===== src/rtl/scrq_ram.sv =====
// Simple dual-port synchronous RAM: one write port, one registered read port.
// Standalone; the read data is registered from the address when rd_en is set.
module scrq_ram #(
   parameter int DEPTH = 64,
   parameter int WIDTH = 8
) (
   input  logic                     clock,
   input  logic                     wr_en,
   input  logic [$clog2(DEPTH)-1:0] wr_addr,
   input  logic [WIDTH-1:0]         wr_data,
   input  logic                     rd_en,
   input  logic [$clog2(DEPTH)-1:0] rd_addr,
   output logic [WIDTH-1:0]         rd_data
);

   logic [WIDTH-1:0] mem [DEPTH];
   logic [WIDTH-1:0] rd_data_ff;

   always_ff @(posedge clock) begin
      if (wr_en) begin
         mem[wr_addr] <= wr_data;
      end
   end

   always_ff @(posedge clock) begin
      if (rd_en) begin
         rd_data_ff <= mem[rd_addr];
      end
   end

   assign rd_data = rd_data_ff;

endmodule


===== config.mk =====
export PLATFORM = sky130hd
export DESIGN_NAME = scrq_ram
export DESIGN_NICKNAME = d
export VERILOG_FILES = /design/src/rtl/scrq_ram.sv
export SDC_FILE = /design/constraint.sdc
export NUM_CORES = 1
export LEC_CHECK = 0
export ABC_AREA = 0
export BUFFER_PORTS_ARGS = -buffer_cell sky130_fd_sc_hd__buf_4
export CAP_MARGIN = 20
export CORE_ASPECT_RATIO = 0.75
export CORE_MARGIN = 1
export CORE_UTILIZATION = 40
export CTS_CLUSTER_SIZE = 20
export DETAILED_ROUTE_END_ITERATION = 8
export PLACE_DENSITY = 0.58
export SYNTH_ARGS = -nofsm -noshare
export SYNTH_HDL_FRONTEND = slang
export SYNTH_SLANG_ARGS = --single-unit

===== constraint.sdc =====
create_clock -name clock -period 2.8 [get_ports clock]
set_input_delay 0.28 -clock clock [delete_from_list [all_inputs] [get_ports clock]]
set_output_delay 0.28 -clock clock [all_outputs]
set_load 0.05 [all_outputs]

== Word-level counts from Yosys, hierarchy flattened ==
Memory sizes are Yosys's and may differ from the RTL's. A register that Yosys moved wholly into a read port is not among the register bits.
Index checks and enable logic that the tools add are counted.

* Register bits after elaboration: 0
* Bits in writable memories: 512
* Output and inout port bits: 8
* Memories kept: 1

{| class="wikitable"
|+ Memories
! name !! words !! bits a word !! rd ports !! clocked after Yosys merged registers in !! write ports !! line !! RTL
|-
| mem || 64 || 8 || 1 || 1 || 1 || 16 || <nowiki>logic [WIDTH-1:0] mem [DEPTH];</nowiki>
|}

* Multiplexer cells: 2

{| class="wikitable"
|+ Operators with widths
! operator !! count
|-
| 1-bit 2-to-1 mux || 2
|}

== Depth between registers and ports, before layout ==
* Word-level depth: 2
* Mapped depth: 9

== Least setup slack after synthesis ==
OpenSTA, ideal clock, no wires.

* Path kind: in2reg
* From: in rd_addr[1]
* To: reg rd_data_ff[3], in the netlist rd_data[3], read port of mem, data pin
* Arrival: 1.820 ns
* Setup slack: 0.714 ns
* Stages on the path: 7
* Buffers on the path: 3
* Cell sequence: buf_4 buf_2 buf_2 mux4_2 mux4_2 o21ai_1 o41ai_1

{| class="wikitable"
|+ RTL lines
! element !! line !! RTL
|-
| start, declared || 12 || <nowiki>input logic [$clog2(DEPTH)-1:0] rd_addr,</nowiki>
|-
| end, declared || 17 || <nowiki>logic [WIDTH-1:0] rd_data_ff;</nowiki>
|}

==> impl_results.md <==
* Post-DP HPWL at 28,700 µm
* Hold_buf cts at 0
* Total CTS buffers at 49
* Area Overhead vs Synth at 15.0%
* CP Launch Type: register
* Synth Warn # at 0
* Post-Syn Area per Cell at 21.5 µm²
* Via-to-Cell Ratio at 5.56
* Max FO, Critical Path at 1
* Clock Sinks at 520
* Primary FF master, synth: edfxtp_1
* Top cells by instance count after synthesis: edfxtp_1, mux4_2, nor2_1, mux2i_1, nand2_1
* TritonCTS clock tree: built
* GPL Wtd Cong at 0.813
* Final #Nets at 1,089
* Post-synthesis mux area share at 15.9%
* Post-synth ARST share at 0%
* Crit Path Class: reg -> reg
* Die area at 51,500 µm²
* Worst Clk Skew at 0.0100 ns
* Post-layout min period at 2.22 ns
* GR Overflow Total at 0
* Row Count at 71
* Root Driver: clkbuf_16
* Simple-gate portion of the synthesized area at 3.37%
* Worst slew pin tran at 0.752 ns
* Share of layout cells above drive strength 1 at 30.0%
* Worst-path clk slew at 0.06 ns
* Detailed Route WL at 46,100 µm
* Worst path top cell family by delay: multiplexers
* CP bufs+invs at 0
* Clk buf depth at 3
* Footprint of the multi-input gates at 4320 µm²
* H-tree Lvls at 2
* Final period util at 79.4%
* RSZ-0062 raised after global routing: false
* Clk_lat worst skew at 0.56 ns
* Chip width at 262 µm
* Synth Area in Adders at 0%
* Register area at 15,600 µm²
* Maximum vdd drop at 0.425 mV
* Yosys cell types at 39
* Max stage delay on crit path at 0.48 ns
* Final setup TNS at 0 ns
* Detailed Routing Iterations Pass 1 at 5
* #FFs+latches synth at 520
* IO buf count at 30
* Ant diodes at 0
* Number of global-route vias before repair at 9,812
* Via count at 9,773
* Synth Instances at 940
* Initial antenna violation count at 0
* Drt drc at 0
* Seq/Total Area, Yosys at 77.1%
* Relative slew slack at 49.9%
* Static Leak at 7.37 nW
* Antenna-violating nets left at 0
* Resize count post-CTS at 0
* Crit path required time at 3.09 ns
* First-pass GRT wire length at 67,700 µm
* Post-CTS Setup Inserts at 0
* Initial core utilization at 40.5%
* Status: completed
* Largest net degree at the start of global routing at 65
* Largest family of logic cells by synthesized area: multiplexers
* Synth Area in Compound Gates at 2.06%
* Max Cap Violations at 0
* Syn_nets at 963
* Chip Height at 197 µm
* Initial DRC Count at 960
* Critical path cell sequence: mux4_2 -> mux2_2 -> o221a_2 -> nor3_1 -> o32ai_1
* Final setup fails at 0
* Synth area leaders: edfxtp_1, mux4_2, nor2_1
* IO Count at 31
* Xor/xnor share of the synthesized area at 0%
* Core ar. at 50,000 µm²
* Synth top area share at 77.1%
* Number of synthesized flops with an enable pin at 520
* Fmax at 450 MHz
* Pins Over Slew Limit at 0
* Global-route usage over all layers at 18.4%
* WP data arrival at 2.51 ns
* Final Total Pwr at 15.8 mW
* Fillers at 4,152
* Cell taking the most area after synthesis: edfxtp_1
* Critical path capture point type: register
* Post-synthesis cell area at 20,200 µm²
* Count of final hold-check violations at 0
* Hold WC Path Type: in -> reg
* PwrDens at 680 nW/µm²
* CP max-delay cell: mux4_2
* Top-count cell post-synth: edfxtp_1
* WL/cell at 26.2 µm
## registers in the layout (all words and copies together), names as in the netlist
signal	cells
mem	512
rd_data	8
## kinds of logic (layout without fill, tap and decap cells)
family | after synthesis | in the layout
AOI/OAI and AO/OA | 54 | 54
and+or+nand+nor | 153 | 153
buffers and inverters | 51 | 212
DFF | 520 | 520
muxes | 162 | 162
## worst register-to-register path, stage by stage (launching register included)
cell,delay (ns)
edfxtp_1,0.35
mux4_2,0.48
mux2_2,0.28
o221a_2,0.29
nor3_1,0.39
o32ai_1,0.17
## final cells by class
type,count,area share (%)
Clock buffer,60,5.44
Clock inverter,26,0.945
Multi-Input combinational cell,369,18.5
Sequential cell,520,67.0
Tap cell,657,3.53
Timing Repair Buffer,126,4.52
## power breakdown
part	internal, mW	total (mW)	switching [mW]
clock	3.57	6.31	2.75
sequential	8.63	8.66	0.0245
combinational	0.333	0.872	0.539
total	12.5	15.8	3.31
## stage by stage
stage | instances | utilization, % | hold WS (ns) | setup slack (ns) | cell area [µm²]
CTS | 1758 | 46.6 | 0.0342 | 0.550 | 23300
global route | 1758 | 46.6 | 0.0368 | 0.486 | 23300
global placement | 1672 | 43.6 | 0.623 | 0.227 | 21800
finish | 1758 | 46.6 | 0.0521 | 0.577 | 23300
detailed placement | 1672 | 43.6 | 0.618 | 0.193 | 21800
floorplan | 940 | - | 0.379 | 0.714 | 20200
## per-layer routing
layer | track usage (%) | share of wire, % | routed length (µm)
met4 | 4.03 | 1.8 | 809
met5 | 0 | 0 | 0
met3 | 2.83 | 6.1 | 2830
met2 | 26.3 | 44 | 20400
met1 | 29.4 | 48 | 22200
## path summary, 6_finish.rpt
path	from	depth (start not counted)	to	slack (ns)
min	rd_en	1	rd_data[3]$_DFFE_PP_	0.05
max	mem[21][4]$_DFFE_PP_	5	rd_data[4]$_DFFE_PP_	0.58
max reg2reg	mem[21][4]$_DFFE_PP_	5	rd_data[4]$_DFFE_PP_	0.58
min reg2reg	mem[26][6]$_DFFE_PP_	3	rd_data[6]$_DFFE_PP_	0.94
## layout by cell type, fill, tap and decap left out, drive strengths merged, types with 4 or more instances in the layout
cell and n:
nor2 83, nor2b 14, o21ai 4, mux2 13
bufinv 4, nand2 19, clkbuf 61, nand3 13
o221ai 8, clkinv 20, mux4 126, mux2i 23
nor3 7, edfxtp 520, a221oi 6, buf 125
a211oi 4, o22ai 8, nand2b 7
Note: power is estimated with default switching activity, not from simulation.
